==> config.mk <==
export PLATFORM = sky130hd
export DESIGN_NAME = rbf_front
export DESIGN_NICKNAME = d
export VERILOG_FILES = /design/src/rtl/rbf_kernel_with_gradients_defines.svh /design/src/rtl/rbf_pkg.sv /design/src/rtl/rbf_front.sv
export SDC_FILE = /design/constraint.sdc
export NUM_CORES = 1
export LEC_CHECK = 0
export BUFFER_PORTS_ARGS = -buffer_cell sky130_fd_sc_hd__buf_4
export CORE_ASPECT_RATIO = 1.2
export CORE_UTILIZATION = 30
export CTS_BUF_LIST = sky130_fd_sc_hd__clkbuf_4
export CTS_CLUSTER_SIZE = 28
export DETAILED_ROUTE_END_ITERATION = 16
export GPL_ROUTABILITY_DRIVEN = 0
export GPL_TIMING_DRIVEN = 0
export HOLD_SLACK_MARGIN = 0.03
export PLACE_DENSITY = 0.53
export SYNTH_ARGS = -nofsm -noshare
export SYNTH_HDL_FRONTEND = slang
export SYNTH_SLANG_ARGS = --single-unit
==> constraint.sdc <==
create_clock -name i_clk -period 13.8 [get_ports i_clk]
set_input_delay 2.76 -clock i_clk [delete_from_list [all_inputs] [get_ports i_clk]]
set_output_delay 2.76 -clock i_clk [all_outputs]
set_load 0.01 [all_outputs]
==> src/rtl/rbf_kernel_with_gradients_defines.svh <==
// assertion macros used by the top-level rtl
`ifndef RBF_KERNEL_WITH_GRADIENTS_DEFINES_SVH
`define RBF_KERNEL_WITH_GRADIENTS_DEFINES_SVH

// implication checked on every rising clock edge outside reset
`define RBF_ASSERT_IMP(label, clk, rst_n, ante, cons, msg) \
    label: assert property (@(posedge clk) disable iff (!rst_n) (ante) |-> (cons)) \
        else $error(msg);

// next-cycle implication checked outside reset
`define RBF_ASSERT_NXT(label, clk, rst_n, ante, cons, msg) \
    label: assert property (@(posedge clk) disable iff (!rst_n) (ante) |=> (cons)) \
        else $error(msg);

`endif

==> src/rtl/rbf_pkg.sv <==
package rbf_pkg;

    localparam int ExpTableDepth = 64;
    localparam int AccW          = 38;
    localparam logic [AccW-1:0] AccMax = {AccW{1'b1}};
    localparam logic [63:0] Ln2Q32   = 64'd2977044472;
    localparam logic [31:0] Log2eQ30 = 32'd1549082005;
    localparam logic [21:0] XClamp   = 22'(32 << 16);
    localparam int QueueDepth = 4;
    localparam int QueueAw    = 2;

    // configuration register indexes
    localparam logic [0:0] RegLengthScale    = 1'b0;
    localparam logic [0:0] RegSignalVariance = 1'b1;

    // back-end sequencer states
    typedef enum logic [3:0] {
        ST_IDLE, ST_L2, ST_DIV_X, ST_Y, ST_POS, ST_INTERP_M, ST_INTERP_S,
        ST_KMUL, ST_KRND, ST_GMUL, ST_GSTART, ST_DIV_G, ST_DONE
    } t_back_state;

    // divider control between back end and the shared divider
    typedef struct packed {
        logic        start;
        logic [63:0] num;
        logic [31:0] den;
    } t_div_req;

    // one table entry, 2^(-i/depth) in Q.32 by truncated Taylor series
    function automatic logic [63:0] rom_entry(input int unsigned idx, input int unsigned depth);
        logic [63:0] z;
        logic [63:0] term;
        logic [63:0] pos;
        logic [63:0] neg;
        logic [127:0] prod;
        z = 64'((64'(idx) * Ln2Q32) / 64'(depth));
        term = 64'd1 << 32;
        pos = term;
        neg = '0;
        for (int k = 1; k < 16; k++) begin
            prod = 128'(term) * 128'(z);
            term = 64'((prod >> 32) / 128'(k));
            if (k % 2 == 1) neg = neg + term;
            else pos = pos + term;
        end
        return pos - neg;
    endfunction

endpackage

==> src/rtl/rbf_front.sv <==
module rbf_front
    import rbf_pkg::*;
(
    input  logic            i_clk,
    input  logic            i_rst_n,
    input  logic            i_valid,
    output logic            o_ready,
    input  logic [15:0]     i_coord_a,
    input  logic [15:0]     i_coord_b,
    input  logic            i_last,
    output logic            o_push,
    input  logic            i_full,
    output logic [AccW-1:0] o_r2
);

    logic [AccW-1:0] r_acc, n_acc;
    logic [16:0]     w_diff, w_mag;
    logic [AccW:0]   w_sum;
    logic            w_acc;

    // one coordinate pair per cycle unless the queue is full
    assign o_ready = !i_full;
    assign w_acc   = i_valid && o_ready;
    assign w_diff  = {i_coord_a[15], i_coord_a} - {i_coord_b[15], i_coord_b};
    assign w_mag   = w_diff[16] ? (~w_diff + 17'd1) : w_diff;
    assign w_sum   = {1'b0, r_acc} + (AccW+1)'(w_mag * w_mag);

    // saturating accumulate, cleared on the last dimension
    always_comb begin
        n_acc = w_sum[AccW] ? AccMax : w_sum[AccW-1:0];
    end

    assign o_push = w_acc && i_last;
    assign o_r2   = n_acc;

    always_ff @(posedge i_clk) begin
        if (!i_rst_n) begin
            r_acc <= '0;
        end else if (w_acc) begin
            r_acc <= i_last ? '0 : n_acc;
        end
    end

endmodule

Word level (Yosys, flattened, before mapping)
Cells that the tools add are included.
{"block": "totals", "ff_bits": 38, "in_bits": 37, "out_inout_bits": 40, "word_cells": 12}
{"block": "classes", "n_addsub": 3, "mul": 1, "n_mux": 3, "bitwise": 1, "reduce_logical": 3}
{"op": "2-to-1 mux 38 bit", "n": 2}
{"op": "adder 38 x 34 -> 39 bit", "n": 1}
{"op": "multiplier 17 x 17 -> 34 bit", "n": 1}
{"op": "adder 17 x 1 -> 17 bit (second input constant)", "n": 1}
{"op": "2-to-1 mux 17 bit", "n": 1}
{"op": "inverter 17 bit", "n": 1}
{"op": "subtractor 16 x 16 -> 17 bit", "n": 1}
{"op": "logical AND 1 bit", "n": 2}
{"op": "zero test 1 bit", "n": 1}

Logic depth before layout (Yosys ltp)
{"block": "depth", "ltp_word": 8, "mapped_depth": 40, "ltp_nobuf": 36}

Worst setup path after synthesis
OpenSTA, ideal clock, no wires.
{"block": "synth_path", "path_kind": "input to output", "start": "input port i_coord_a[0]", "end": "output port o_r2[35]", "arrival_time_ps": 10743, "required_ps": 11040, "setup_slack_ps": 297, "stages": 36, "cell_sequence": "inv_1 > ha_1 > fa_1 > nand2b_1 > a211oi_4 > o211ai_2 > a32oi_2 > nand2_1 > a31oi_1 > buf_4 > nor2_1 > xor2_1 > inv_1 > buf_2 > nand2_1 > inv_1 > fa_1 > inv_1 > fa_1 > inv_1 > fa_1 > fa_1 > inv_1 > fa_1 > inv_1 > fa_1 > ha_1 > nand4_1 > a21oi_1 > nand2_1 > o21ai_0 > nor4b_1 > o21ai_0 > a21boi_0 > nor3_1 > o21ai_0"}
{"block": "synth_via", "elab_chain_len": 7}
{"item": "start, declared", "line": "rbf_front.sv:8", "rtl": "input logic [15:0] i_coord_a,"}
{"item": "subtractor 16 x 16 -> 17 bit *", "line": "rbf_front.sv:24", "rtl": "assign w_diff = {i_coord_a[15], i_coord_a} - {i_coord_b[15], i_coord_b};"}
{"item": "inverter 17 bit", "line": "rbf_front.sv:25", "rtl": "assign w_mag = w_diff[16] ? (~w_diff + 17'd1) : w_diff;"}
{"item": "adder 17 x 1 -> 17 bit", "line": "rbf_front.sv:25"}
{"item": "2-to-1 mux 17 bit *", "line": "rbf_front.sv:25"}
{"item": "multiplier 17 x 17 -> 34 bit *", "line": "rbf_front.sv:26", "rtl": "assign w_sum = {1'b0, r_acc} + (AccW+1)'(w_mag * w_mag);"}
{"item": "adder 38 x 34 -> 39 bit *", "line": "rbf_front.sv:26"}
{"item": "2-to-1 mux 38 bit *", "line": "rbf_front.sv:30", "rtl": "n_acc = w_sum[AccW] ? AccMax : w_sum[AccW-1:0];"}
{"item": "end, declared", "line": "rbf_front.sv:13", "rtl": "output logic [AccW-1:0] o_r2"}
Mark *: on every way between the ends. The rest lies on a longest branch, timed or not.

Final worst setup path
{"block": "layout_path", "start": "input port i_coord_a[0]", "end": "output port o_r2[24]"}
The elaborated chain is that of the path after synthesis.

==> run metrics <==
TritonCTS buffer count=5; grt total ovfl=0; async set-reset flop share out of synthesis=0%; max-cap violation count=0; RSZ-0062 raised after global routing=yes; type of the most critical hold path=flip-flop to flip-flop; CP Max Fanout=4; clock tree buffer depth=2; DP HPWL=27,900 um; syn avg cell area=8.51 um2; final setup TNS=-0.0396 ns; initial core utilization=30.5%; Mapped Area=around 12,000 um2; share of cells above drive strength 1=25.4%; fin crit share=100%; Worst path top cell family by delay=adder cells; Top FF cell, synth=dfxtp_1; ANT nets after route=0; outcome=finished with violations; Largest regs=r_acc x38; Yosys Warn Count=0; Reg with most FFs=r_acc; Crit path largest cell delay=between 0.5 and 0.6 ns; total routed wirelength=roughly 35,000 um; largest cells by area after synthesis=fa_1 (37%), ha_1 (13%), inv_1 (13%), dfxtp_1 (6.3%), nand2_1 (4.4%); hold path start=r_acc[29]; drt via density=about 4.7; Post-synth EDFFs=0; largest net degree at the start of global routing=13; total track usage=17.8%; Worst Path Arrival=between 10 and 15 ns; I/O pin count=77; largest area contributor in the netlist=fa_1; initial DRC count=421; number of synthesized register bits=38; Reg2Reg Depth=25; Worst EP required=11.04 ns; PnR worst setup slack=-0.0150 ns; layout net count=slightly above 2,000; Slew Viols, Final=0; vias in the first global route=11,000; worst skew pair latency=between 0.4 and 0.5 ns; Chip Width=between 150 and 200 um; Least-Margin Pin Slew=roughly 0.84 ns; reg-to-reg critical path startpoint=r_acc[11]; worst hold stages=1; CTS H-tree depth=2; slowest CP cell=fa_1; CTS tree=done; die area=41,400 um2; Mapped Cells=approximately 1,400; Die Y=between 200 and 250 um; fmax=about 0.072 GHz; failing checks=negative setup slack; Hold Crit Endpoint=r_acc[29]; post-route DRC violation count=0; Post-CTS Hold Buffers=0; Core Region=around 40,000 um2; Slew Limit Headroom=around 44%; top-area cell type share of the netlist area=between 30% and 40%; Routed WL per cell=16.1 um; row cnt=80; IO buf count=76; worst path bufs/invs=11; initial antenna violation count=1; clk sinks=38; crit end category=primary output; Clock transition at path regs=about 0.13 ns; register area share after synthesis=approximately 6.3%; vias=10,100; Setup violations, final=5; R2R setup slack=slightly below 8 ns; first-pass GRT wire length=between 50,000 and 60,000 um; Syn-to-layout area delta=29.6%; Final min period=roughly 14 ns; Hold Violations, Final=0; Startpoint Class=input port; max reg flops=38; drt first pass iters=7; Worst Clk Skew=slightly above 0.03 ns; Setup Crit Path Kind=input port to primary output; Netlist cell types=between 70 and 80; RR Endpoint=r_acc[30]; Root Buffer=clkbuf_4
==> routing by layer <==
layer,vias to the layer above,routed length [um],global-route usage [%]
met2,195,18500,32.4
met4,0,1020,4.79
met3,63,1270,1.85
met1,5075,14400,21.9
li1,4791,-,-
met5,-,0,0
==> synthesized netlist by cell type, drive strengths merged, types with 3 or more instances <==
| master | instances |
|---|---|
| a21boi | 4 |
| o31ai | 5 |
| o21a | 6 |
| or2 | 4 |
| nor2b | 12 |
| xnor2 | 31 |
| and3 | 4 |
| or3 | 3 |
| fa | 227 |
| a22o | 35 |
| nor3 | 8 |
| nor4 | 4 |
| a211oi | 6 |
| nand4 | 6 |
| o21ai | 43 |
| a21o | 27 |
| o41ai | 3 |
| mux2i | 4 |
| o21bai | 4 |
| nor2 | 80 |
| xor2 | 24 |
| clkbuf | 20 |
| o211ai | 5 |
| a31oi | 7 |
| ha | 126 |
| nand2b | 12 |
| a21oi | 40 |
| a221oi | 3 |
| and2 | 15 |
| nand3 | 10 |
| nor3b | 4 |
| dfxtp | 38 |
| nand2 | 142 |
| buf | 19 |
| inv | 411 |
==> through the flow <==
stage	cells	cell area, um2	util [%]	setup slack (ns)	hold WS (ns)
CTS	2144	15200	38.1	-0.0980	0.502
global placement	2049	13400	33.7	-1.99	0.463
detailed placement	2049	13400	33.7	-1.98	0.466
floorplan	1440	12200	-	0.297	0.449
finish	2177	15800	39.6	-0.0150	0.499
global route	2177	15800	39.6	-0.325	0.524
==> area by class of cell <==
cell class | instances | area, um2
Sequential cell | 38 | 761
Tap cell | 533 | 667
Fill cell | 4134 | 24100
Timing Repair Buffer | 199 | 1700
Multi-Input combinational cell | 950 | 10700
Antenna cell | 1 | 2.50
Clock buffer | 5 | 37.5
Clock inverter | 3 | 16.3
Inverter | 413 | 1560
Buffer | 35 | 314
==> cell usage in the layout (no fill, tap or decap), types with 7 or more instances in the layout <==
master,Yosys,routed
nor3_1,8,8
nor2b_1,12,12
buf_12,0,8
fa_1,227,221
buf_6,0,32
a21o_1,27,27
nor2_4,1,8
nand2_2,1,19
inv_2,4,14
o21ai_0,40,21
dfxtp_1,38,38
xor2_1,21,15
clkbuf_1,20,11
a21oi_2,3,11
nand2_1,141,113
and2_1,15,11
nand3_1,10,7
nor2_2,3,9
conb_1,2,12
a22o_1,35,35
xnor2_1,27,18
nand2_4,0,10
ha_4,0,10
inv_1,407,395
nand2b_1,12,8
xnor2_2,4,13
a21oi_1,37,26
o21ai_2,2,12
buf_4,4,167
nor2_1,76,63
ha_1,126,110
==> cells by family (layout without fill, tap and decap cells) <==
logic type / after synthesis / in the layout / share of synthesized area (%)
xor gates and xnor gates: 55 / 55 / 4.39
and+or+nand+nor: 311 / 311 / 11.6
muxes: 5 / 5 / 0.422
other: 2 / 13 / 0.0617
adders and majority gates: 353 / 353 / 50.3
buffers and inverters: 452 / 655 / 14.2
AOI/OAI and AO/OA: 214 / 214 / 12.7
DFF: 38 / 38 / 6.25
==> worst max-delay path by stage <==
| stage | from | endpoint | slack [ns] | depth (start not counted) |
|---|---|---|---|---|
| 5_1_grt | i_coord_b[0] | o_r2[34] | -0.33 | 38 |
| 6_report | i_coord_a[0] | o_r2[24] | -0.02 | 37 |
| 4_1_cts | i_coord_a[0] | o_r2[34] | -0.1 | 38 |
| 3_3_place_gp | i_coord_a[0] | o_r2[35] | -1.99 | 34 |
| 3_5_place_dp | i_coord_a[0] | o_r2[35] | -1.98 | 38 |
| 2_1_floorplan | i_coord_a[0] | o_r2[35] | 0.30 | 36 |
==> worst reg2reg max path: stages, from the launching register on <==
cell       delay (ns)
dfxtp_1          0.38
inv_1            0.08
fa_1             0.53
inv_1            0.05
fa_1             0.49
inv_1            0.05
fa_1             0.49
inv_1            0.05
fa_1             0.55
fa_1             0.42
ha_1             0.28
buf_2            0.18
a21oi_1          0.19
o21ai_1          0.08
a221o_1          0.38
a21oi_4          0.25
o2111ai_4        0.19
and3_4           0.22
o22a_4           0.21
nand2_4          0.10
buf_12           0.16
buf_12           0.12
buf_12           0.13
nand2_4          0.06
buf_4            0.14
a22o_1           0.19
==> what timing repair did <==
action | CTS | global route
setup buffers | 87 | 32
pin swaps | 54 | 47
endpoints found under the setup margin | 38 | 38
resized for setup | 226 | 84
gates cloned | 4 | 1
Power is left out: the tool's default activity adds up to more than one toggle a clock period on the data nets, which glitch-free logic cannot reach.
