===== src/rtl/rbf_kernel_with_gradients_defines.svh =====
// assertion macros used by the top-level rtl
`ifndef RBF_KERNEL_WITH_GRADIENTS_DEFINES_SVH
`define RBF_KERNEL_WITH_GRADIENTS_DEFINES_SVH

// implication checked on every rising clock edge outside reset
`define RBF_ASSERT_IMP(label, clk, rst_n, ante, cons, msg) \
    label: assert property (@(posedge clk) disable iff (!rst_n) (ante) |-> (cons)) \
        else $error(msg);

// next-cycle implication checked outside reset
`define RBF_ASSERT_NXT(label, clk, rst_n, ante, cons, msg) \
    label: assert property (@(posedge clk) disable iff (!rst_n) (ante) |=> (cons)) \
        else $error(msg);

`endif


===== src/rtl/rbf_pkg.sv =====
package rbf_pkg;

    localparam int ExpTableDepth = 64;
    localparam int AccW          = 38;
    localparam logic [AccW-1:0] AccMax = {AccW{1'b1}};
    localparam logic [63:0] Ln2Q32   = 64'd2977044472;
    localparam logic [31:0] Log2eQ30 = 32'd1549082005;
    localparam logic [21:0] XClamp   = 22'(32 << 16);
    localparam int QueueDepth = 4;
    localparam int QueueAw    = 2;

    // configuration register indexes
    localparam logic [0:0] RegLengthScale    = 1'b0;
    localparam logic [0:0] RegSignalVariance = 1'b1;

    // back-end sequencer states
    typedef enum logic [3:0] {
        ST_IDLE, ST_L2, ST_DIV_X, ST_Y, ST_POS, ST_INTERP_M, ST_INTERP_S,
        ST_KMUL, ST_KRND, ST_GMUL, ST_GSTART, ST_DIV_G, ST_DONE
    } t_back_state;

    // divider control between back end and the shared divider
    typedef struct packed {
        logic        start;
        logic [63:0] num;
        logic [31:0] den;
    } t_div_req;

    // one table entry, 2^(-i/depth) in Q.32 by truncated Taylor series
    function automatic logic [63:0] rom_entry(input int unsigned idx, input int unsigned depth);
        logic [63:0] z;
        logic [63:0] term;
        logic [63:0] pos;
        logic [63:0] neg;
        logic [127:0] prod;
        z = 64'((64'(idx) * Ln2Q32) / 64'(depth));
        term = 64'd1 << 32;
        pos = term;
        neg = '0;
        for (int k = 1; k < 16; k++) begin
            prod = 128'(term) * 128'(z);
            term = 64'((prod >> 32) / 128'(k));
            if (k % 2 == 1) neg = neg + term;
            else pos = pos + term;
        end
        return pos - neg;
    endfunction

endpackage


===== src/rtl/rbf_queue.sv =====
module rbf_queue
    import rbf_pkg::*;
(
    input  logic            i_clk,
    input  logic            i_rst_n,
    input  logic            i_push,
    input  logic [AccW-1:0] i_data,
    output logic            o_full,
    input  logic            i_pop,
    output logic            o_empty,
    output logic [AccW-1:0] o_data
);

    logic [AccW-1:0]  r_mem [QueueDepth];
    logic [QueueAw:0] r_wp, r_rp;

    assign o_empty = (r_wp == r_rp);
    assign o_full  = (r_wp[QueueAw] != r_rp[QueueAw]) &&
                     (r_wp[QueueAw-1:0] == r_rp[QueueAw-1:0]);
    assign o_data  = r_mem[r_rp[QueueAw-1:0]];

    // small register file of pending point-pair distances
    always_ff @(posedge i_clk) begin
        if (i_push) r_mem[r_wp[QueueAw-1:0]] <= i_data;
    end

    always_ff @(posedge i_clk) begin
        if (!i_rst_n) begin
            r_wp <= '0;
            r_rp <= '0;
        end else begin
            if (i_push) r_wp <= r_wp + 1'b1;
            if (i_pop)  r_rp <= r_rp + 1'b1;
        end
    end

endmodule


===== config.mk =====
export PLATFORM = sky130hd
export DESIGN_NAME = rbf_queue
export DESIGN_NICKNAME = d
export VERILOG_FILES = /design/src/rtl/rbf_kernel_with_gradients_defines.svh /design/src/rtl/rbf_pkg.sv /design/src/rtl/rbf_queue.sv
export SDC_FILE = /design/constraint.sdc
export NUM_CORES = 1
export LEC_CHECK = 0
export ABC_AREA = 1
export BUFFER_PORTS_ARGS = -buffer_cell sky130_fd_sc_hd__buf_4
export CORE_ASPECT_RATIO = 1.75
export CORE_MARGIN = 2
export CORE_UTILIZATION = 55
export CTS_CLUSTER_SIZE = 14
export DETAILED_ROUTE_END_ITERATION = 7
export PLACE_DENSITY_LB_ADDON = 0.15
export SETUP_SLACK_MARGIN = 0.4
export SLEW_MARGIN = 20
export SYNTH_ARGS = -nofsm -noshare
export SYNTH_HDL_FRONTEND = slang
export SYNTH_SLANG_ARGS = --single-unit

===== constraint.sdc =====
create_clock -name i_clk -period 2.61 [get_ports i_clk]
set_clock_uncertainty 0.1 [all_clocks]
set_input_delay 0.3915 -clock i_clk [delete_from_list [all_inputs] [get_ports i_clk]]
set_output_delay 0.3915 -clock i_clk [all_outputs]
set_load 0.03 [all_outputs]

---- Yosys cells after proc, flatten, opt, wreduce, memory -nomap -nowiden ----
Memory sizes are Yosys's and may differ from the RTL's. A register that Yosys moved wholly into a read port is not among the register bits.
Index checks and enable logic that the tools add are counted.
word-level totals
  bits in writable memories ............... 152
  output and inout bits ................... 40
  memories kept ........................... 1
  register bits ........................... 6
memory list
  name   depth  width  read ports  clocked after memory_dff  wr ports  RTL line         source
  r_mem  4      38     1           1                         1         rbf_queue.sv:14  logic [AccW-1:0] r_mem [QueueDepth];
operators by class
  mux-type cells .......................... 4
  reductions and logical operators ........ 1
  equality and inequality tests ........... 3
  add/sub/neg operators ................... 2
operator list
  cell                                         number
  adder 3 x 1 -> 3 bit, second input constant  2
  2-to-1 mux 2 bit                             2
  equality test 3 bit                          1
  equality test 2 bit                          1
  2-to-1 mux 1 bit                             2
  logical AND 1 bit                            1
  != test 1 bit                                1

---- Depth between registers and ports, before layout ----
Gate-level depths: netlist (run 1).
  word-level depth ........................ 3
  gate-level depth with buffers ........... 6
  depth with buffers taken out ............ 6

---- Worst setup path before layout (run 1) ----
OpenSTA, ideal clock, no wires.
  kind .................................... register to register
  start ................................... register r_wp[1]
  end ..................................... memory r_mem[1][0] (enable)
  data required time ...................... 2117 ps
  setup slack ............................. 780 ps
  period minus slack after synthesis ...... 1830 ps
  cell stages (with the launch flop) ...... 5
  arrival ................................. 1337 ps
  cell sequence ........................... dfxtp_1 > inv_1 > ha_1 > nand2_1 > inv_1
RTL lines
  item                      RTL line         source
  start: declaration        rbf_queue.sv:15  logic [QueueAw:0] r_wp, r_rp;
  start signal: assignment  rbf_queue.sv:32  if (i_push) r_wp <= r_wp + 1'b1;
  end: declaration          rbf_queue.sv:14
No word-level cell before the write port.

==> results.py, run 1 <==
metrics = {
    "worst_setup_path": {
        "cp_max_fo": 40,
        "reg2reg_from": "r_wp[1]",
        "crit_type": "reg2out",
        "path_common_cell": "nand2_1",
        "worstPathRequired_ps": 2120,
        "r2r-end": "r_mem[1][0]",
        "r2r_slack_ps": 890,
        "endpoint": "o_data[2]",
        "crit_arrival_ps": 1620,
        "cp_slowest_stage_delay_ps": 480,
        "cpMaxStageDelayCell": "dfxtp_4",
        "reg2reg_depth": 5,
        "crit_path_start_kind": "flip-flop",
        "path_cells": "buf_12 > nand2_1 > o211ai_2 > nand2_1 > buf_4",
        "critPathCaptureType": "output port",
    },
    "floorplan": {
        "top_level_ports": 82,
        "initial_utilization_pct": 55.9,
        "core-area_um2": 11900,
        "num_rows": 53,
        "die_area_um2": 13100,
        "fp.dieW_um": 87.2,
        "fp.dieH_um": 150,
    },
    "placement": {
        "gpl.final_weighted_congestion": 0.719,
        "place.port_buffers": 81,
        "hpwl_um": 7150,
    },
    "sta": {
        "finalCritPeriodShare_pct": 80.8,
        "grt_setup_unrepaired": "false",
        "slew_headroom_pct": 58.8,
        "tightest_slew_ps": 618,
        "final_hold_viol_count": 0,
        "maxSlewViolCount": 0,
        "setup_viol": 0,
        "finalSetupTns_ps": 0,
        "whs_ps": 75.6,
        "clock.fmax_mhz": 474,
        "fin_crit_ps": 2110,
    },
    "drt": {
        "drt_pass1_iterations": 4,
        "via_count": 3922,
        "postRouteAntennaNets": 0,
        "route.detailed.drc": 0,
        "totalWireLength_um": 12500,
        "route.detailed.wl_per_inst_um": 17.0,
        "via_per_inst": 5.34,
        "drtIter0Drc": 204,
    },
    "cells_and_area": {
        "syn2layout_area_growth_pct": 19.9,
        "multi_input_area_um2": 1410,
        "seqCellArea_um2": 4730,
        "fin_nets": 632,
        "diodes": 0,
        "n_fill_cell": 851,
        "final_layout_size_suffix_gt1_share_pct": 29.0,
    },
    "logic_synthesis": {
        "synth_edf_count": 152,
        "synth.most_common_cell": "edfxtp_1",
        "synthesis.area_um2": 6670,
        "yosys_most_used_dff": "edfxtp_1",
        "synthTopCellsByArea": "edfxtp_1 (68%), o211ai_2 (7.9%), nand2_1 (7.1%)",
        "synth_cell_types": 18,
        "synth_top_area_cell": "edfxtp_1",
        "yosys_warnings": 0,
        "synth_seq_area_share_pct": 70.8,
        "synth_commonest_cells": "edfxtp_1 (152), nand2_1 (127), inv_1 (83), o211ai_2 (42), o211ai_1 (34)",
        "syn_inst": 498,
        "async_flop_share_pct": 0,
        "mappedNetlistNets": 545,
        "ys_ff_latch": 160,
        "synth.avg_cell_area_um2": 13.4,
        "synth_top_area_share_pct": 68.4,
    },
    "clocking": {
        "clk_latency_ps": 410,
        "cts-root-buf": "clkbuf_16",
        "cts_tree": "built",
        "numCtsBuffers": 17,
        "clock_path_buffers": 2,
        "ctsHtreeMaxLevel": 4,
        "clock_sinks": 160,
        "clk_pin_slew_ps": 60,
    },
    "hold_path": {
        "hp-class": "in2reg",
        "hold_depth": 1,
    },
    "power_and_ir_drop": {
        "ir_worst_vdd_mv": 0.657,
        "power_density_nw_per_um2": 785,
        "combPwrFrac_pct": 12.9,
        "p_int_mw": 4.80,
        "pwr-share-clk_pct": 39.7,
        "p_sw_share_pct": 23.5,
        "power.static_leakage_nw": 3.25,
        "power_switching_mw": 1.48,
        "sequentialPowerShare_pct": 47.3,
        "p_total_mw": 6.28,
    },
    "grt": {
        "antenna_found_initial": 0,
        "track_usage_pct": 20.0,
        "grt-ovfl-total": 0,
        "grt_pass1_wl_um": 19400,
        "grt_pass1_vias": 3926,
        "grt_max_degree": 45,
    },
    "status": {
        "outcome": "completed",
    },
    "job": {
        "drv_cap": 0,
    },
}
==> worst max-delay path, delay by kind of cell, from the launching register on <==
| kind | cells | cell delay, ps |
|---|---|---|
| AO/OA/AOI/OAI | 1 | 70 |
| buffers and inverters | 2 | 430 |
| flip-flops | 1 | 480 |
| AND/OR/NAND/NOR | 2 | 210 |
==> power groups by stage <==
| stage | Combinational [mW] | Clock [mW] | Sequential, mW |
|---|---|---|---|
| after floorplan | 0.524 | 0 | 3.01 |
| after global placement | 0.787 | 0 | 3.03 |
| after detailed placement | 0.801 | 0 | 3.04 |
| after CTS | 0.817 | 2.54 | 2.98 |
| after global routing | 0.874 | 2.63 | 2.98 |
| final | 0.811 | 2.50 | 2.97 |
==> stage by stage <==
stage	setup WS [ps]	utilization [%]	std cells	instance area, um2
2_1_floorplan	780	-	498	6670
3_3_place_gp	753	61.7	701	7370
3_5_place_dp	711	61.7	701	7370
4_1_cts	418	66.9	733	7990
5_1_grt	401	67.0	734	8000
6_report	500	67.0	734	8000
==> cell usage in the layout (no fill, tap or decap) <==
cell type	netlist	layout
edfxtp_1	152	152
nand2_1	127	127
buf_4	3	87
inv_1	83	80
o211ai_2	42	42
o211ai_1	34	34
clkbuf_16	0	17
nor2_1	8	8
inv_2	4	6
clkinv_2	0	6
dfxtp_1	8	6
ha_1	5	5
a21oi_1	4	4
bufinv_16	0	4
buf_12	0	4
o21ai_1	3	3
xnor2_1	2	2
inv_4	0	1
nand3_1	1	1
dfxtp_4	0	1
dfxtp_2	0	1
clkinv_4	0	1
clkinv_1	0	1
clkbuf_1	1	1
clkinvlp_4	0	1
buf_6	11	1
buf_8	1	1
==> sequential cells by signal, summed over array words and instances (netlist names), named ones only <==
| signal | count |
|---|---|
| r_rp | 3 |
| r_mem | 152 |
| r_wp | 3 |
==> layout make-up <==
type	count	area share (%)
clock inverter	13	2.13
timing repair buffer	93	9.50
inverter	87	4.12
tap	137	2.14
multi-input combinational	226	17.6
sequential	160	59.1
clock buffer	18	5.37
==> routing by layer <==
metal  up-vias  global-route usage, %  wire length (um)
met5         -                      0                 0
met4         0                   8.08               242
met3        21                   5.41               618
met2        96                   34.7              6860
met1      1913                   23.1              4750
li1       1892                      -                 -
==> cell families after synthesis <==
| logic type | count (synthesis) | synth area share (%) |
|---|---|---|
| DFF | 160 | 70.8 |
| and+or+nand+nor | 136 | 7.67 |
| buffers and inverters | 112 | 8.05 |
| AOI/OAI and AO/OA | 83 | 12.2 |
| adders and majority gates | 5 | 0.938 |
| xor gates and xnor gates | 2 | 0.263 |
==> how the worst min path moves through the flow <==
stage                     startpoint            to  slack (ps)
final                     i_data[24]  r_mem[3][24]          80
after CTS                  i_data[8]   r_mem[1][8]          60
after detailed placement     r_wp[2]       r_wp[2]         430
after global routing       i_data[3]   r_mem[1][3]          60
after global placement       r_wp[2]       r_wp[2]         400
after floorplan            i_data[0]   r_mem[0][0]         390
==> timing repair <==
item,CTS,global route
endpoints found under the setup margin,32,17
resized for setup,2,0
hold endpoints to repair,0,0
hold buffers,0,0
setup buffers,1,1
Power figures use the tool's default switching activity.
==> run 2, diff against run 1 <==
--- a/config.mk
+++ b/config.mk
@@ -5,7 +5,7 @@
 export SDC_FILE = /design/constraint.sdc
 export NUM_CORES = 1
 export LEC_CHECK = 0
-export ABC_AREA = 1
+export ABC_AREA = 0
 export BUFFER_PORTS_ARGS = -buffer_cell sky130_fd_sc_hd__buf_4
 export CORE_ASPECT_RATIO = 1.75
 export CORE_MARGIN = 2
==> constraint.sdc (replaced) <==
create_clock -name i_clk -period 2.2 [get_ports i_clk]
set_clock_uncertainty 0.1 [all_clocks]
set_input_delay 0.33 -clock i_clk [delete_from_list [all_inputs] [get_ports i_clk]]
set_output_delay 0.33 -clock i_clk [all_outputs]
set_load 0.03 [all_outputs]
==> run 2 against run 1 <==
- combinational power grew 32%
- sequential share of layout area grew 1.6 points
- cell area shrank 2.3%
- via count shrank 29%
- die area shrank 11%
- flip-flop and latch count is the same
- count of clock-buffer cells in the layout shrank 1
- critical path depth shrank 2
- clock power grew 14%
- core utilization grew 6.9 points
- global-route usage grew 0.97 points
- non-clock buffer count grew 27
- largest power group unchanged
==> results.py, run 2 <==
metrics = {
    "logic_synthesis": {
        "synth.most_common_cell": "edfxtp_1",
        "synth_commonest_cells": "edfxtp_1 (152), mux4_2 (38), dfxtp_1 (8), ha_1 (5), nor2_1 (5)",
        "syn_inst": 239,
        "synth_cell_types": 20,
        "ys_ff_latch": 160,
        "synth.avg_cell_area_um2": 24.7,
        "synth_edf_count": 152,
        "synth_seq_area_share_pct": 80.1,
        "yosys_most_used_dff": "edfxtp_1",
        "synth_top_area_cell": "edfxtp_1",
        "synthesis.area_um2": 5900,
        "yosys_warnings": 0,
        "async_flop_share_pct": 0,
        "synthTopCellsByArea": "edfxtp_1 (77%), mux4_2 (15%), dfxtp_1 (2.7%)",
        "synth_top_area_share_pct": 77.4,
        "mappedNetlistNets": 286,
    },
    "floorplan": {
        "num_rows": 50,
        "core-area_um2": 10600,
        "fp.dieW_um": 82.3,
        "top_level_ports": 82,
        "die_area_um2": 11600,
        "fp.dieH_um": 141,
        "initial_utilization_pct": 55.8,
    },
    "status": {
        "outcome": "completed",
    },
    "placement": {
        "hpwl_um": 6580,
        "preCtsSetupSlack_ps": 397,
        "dpl_cell_area_um2": 6730,
        "place.port_buffers": 81,
        "gpl.final_weighted_congestion": 0.719,
    },
    "worst_setup_path": {
        "cp_max_fo": 12,
        "worstPathRequired_ps": 1770,
        "crit_arrival_ps": 1710,
        "reg2reg_from": "r_wp[1]",
        "crit_type": "reg2out",
        "r2r-end": "r_mem[0][36]",
        "reg2reg_depth": 5,
        "crit_path_start_kind": "flip-flop",
        "critPathCaptureType": "output port",
        "r2r_slack_ps": 510,
    },
    "clocking": {
        "cts_tree": "built",
        "cts-root-buf": "clkbuf_16",
        "numCtsBuffers": 17,
        "clock_sinks": 160,
        "clk_pin_slew_ps": 60,
        "clock_path_buffers": 2,
        "clk_latency_ps": 410,
        "ctsHtreeMaxLevel": 4,
    },
    "sta": {
        "fin_crit_ps": 2140,
        "setup_viol": 0,
        "final_hold_viol_count": 0,
        "grt_setup_unrepaired": "true",
        "setup_ws_ps": 55.7,
        "tightest_slew_ps": 388,
        "finalCritPeriodShare_pct": 97.5,
        "clock.fmax_mhz": 466,
        "slew_headroom_pct": 74.1,
        "finalSetupTns_ps": 0,
        "maxSlewViolCount": 0,
        "whs_ps": 21.5,
    },
    "hold_path": {
        "hold_depth": 1,
        "min_to": "r_mem[3][16]",
        "min-delay-start": "i_data[16]",
        "hp-class": "in2reg",
    },
    "grt": {
        "track_usage_pct": 21.0,
        "grt-ovfl-total": 0,
        "antenna_found_initial": 0,
        "grt_pass1_vias": 3028,
        "grt_max_degree": 34,
        "grt_pass1_wl_um": 16800,
    },
    "power_and_ir_drop": {
        "power_density_nw_per_um2": 956,
        "ir_worst_vdd_mv": 0.809,
        "power.static_leakage_nw": 2.71,
    },
    "drt": {
        "drt_pass1_iterations": 4,
        "postRouteAntennaNets": 0,
        "via_count": 2785,
        "totalWireLength_um": 10900,
        "route.detailed.drc": 0,
        "via_per_inst": 5.44,
        "route.detailed.wl_per_inst_um": 21.2,
        "drtIter0Drc": 237,
    },
    "cells_and_area": {
        "layout_common_cells": "edfxtp_1 (152), buf_4 (52), mux4_2 (38), buf_6 (38), dlygate4sd3_1 (25)",
        "design_area_um2": 7810,
        "largest_reg_flops": 152,
        "fin_nets": 416,
        "syn2layout_area_growth_pct": 32.4,
        "final_layout_size_suffix_gt1_share_pct": 48.2,
        "layout.cells.most_common": "edfxtp_1",
        "n_fill_cell": 613,
        "fin_util_pct": 73.9,
        "diodes": 0,
    },
    "job": {
        "drv_cap": 0,
    },
}
==> run 2: cell count changes after synthesis, moves of 3 or more <==
cell,delta
nand2_1,-127
inv_1,-80
o211ai_2,-42
mux4_2,+38
o211ai_1,-34
buf_6,-10
buf_2,-6
and2_1,+4
inv_2,-4
nor2_1,-3
o21ai_1,-3
==> run 2: worst max-delay path by stage <==
stage               cells after the start  startpoint         end
finish                                  3   flip-flop  o_data[11]
global route                            3   flip-flop  o_data[11]
CTS                                     3   flip-flop  o_data[11]
detailed placement                      3   flip-flop  o_data[26]
global placement                        3   flip-flop  o_data[34]
floorplan                               3   flip-flop  o_data[13]
==> run 2: cell families (layout without fill, tap and decap cells) <==
logic type | Yosys count | after routing | share of synthesized area (%)
flops | 160 | 160 | 80.1
mux | 40 | 40 | 14.8
simple gates | 13 | 13 | 1.21
buf+inv | 12 | 155 | 1.57
fa+ha+maj | 5 | 5 | 1.06
xor+xnor | 5 | 5 | 0.742
compound gates | 4 | 4 | 0.509
==> run 2: repair_timing <==
item,4_1_cts,5_1_grt
setup endpoints to repair,40,40
hold buffers,25,0
resized for setup,11,46
endpoints found under the hold margin,89,0
cloned,1,0
buffers inserted,1,0
pin swaps,1,4
==> run 2: area by class of cell <==
type	instances	area (um2)	share of cell area, %
Sequential cell	160	4740	60.7
Timing Repair Buffer	120	1180	15.1
Multi-Input combinational cell	67	1130	14.5
Clock buffer	17	425	5.45
Tap cell	130	163	2.08
Clock inverter	15	160	2.05
Inverter	3	11.3	0.144
==> run 2: layer usage <==
layer,wire [um],part of all wire (%),track usage (%)
met1,4160,38,25.0
met2,6100,56,35.7
met3,422,3.9,6.47
met4,192,1.8,6.67
met5,0,0,0
==> run 2: through the flow <==
step                      power, mW  instances
after floorplan                4.16        239
after global placement         4.50        453
after detailed placement       4.52        453
after CTS                      7.43        512
after global routing           7.72        512
final                          7.46        512
==> run 2: report_power, final <==
| part | switching (mW) | internal (mW) |
|---|---|---|
| Sequential | 0.0498 | 3.49 |
| Combinational | 0.553 | 0.517 |
| Clock | 1.17 | 1.68 |
==> run 2: critical path: stages (launching register included) <==
cell and delay, ps:
dfxtp_4 410, buf_12 180, mux4_2 540, buf_6 160
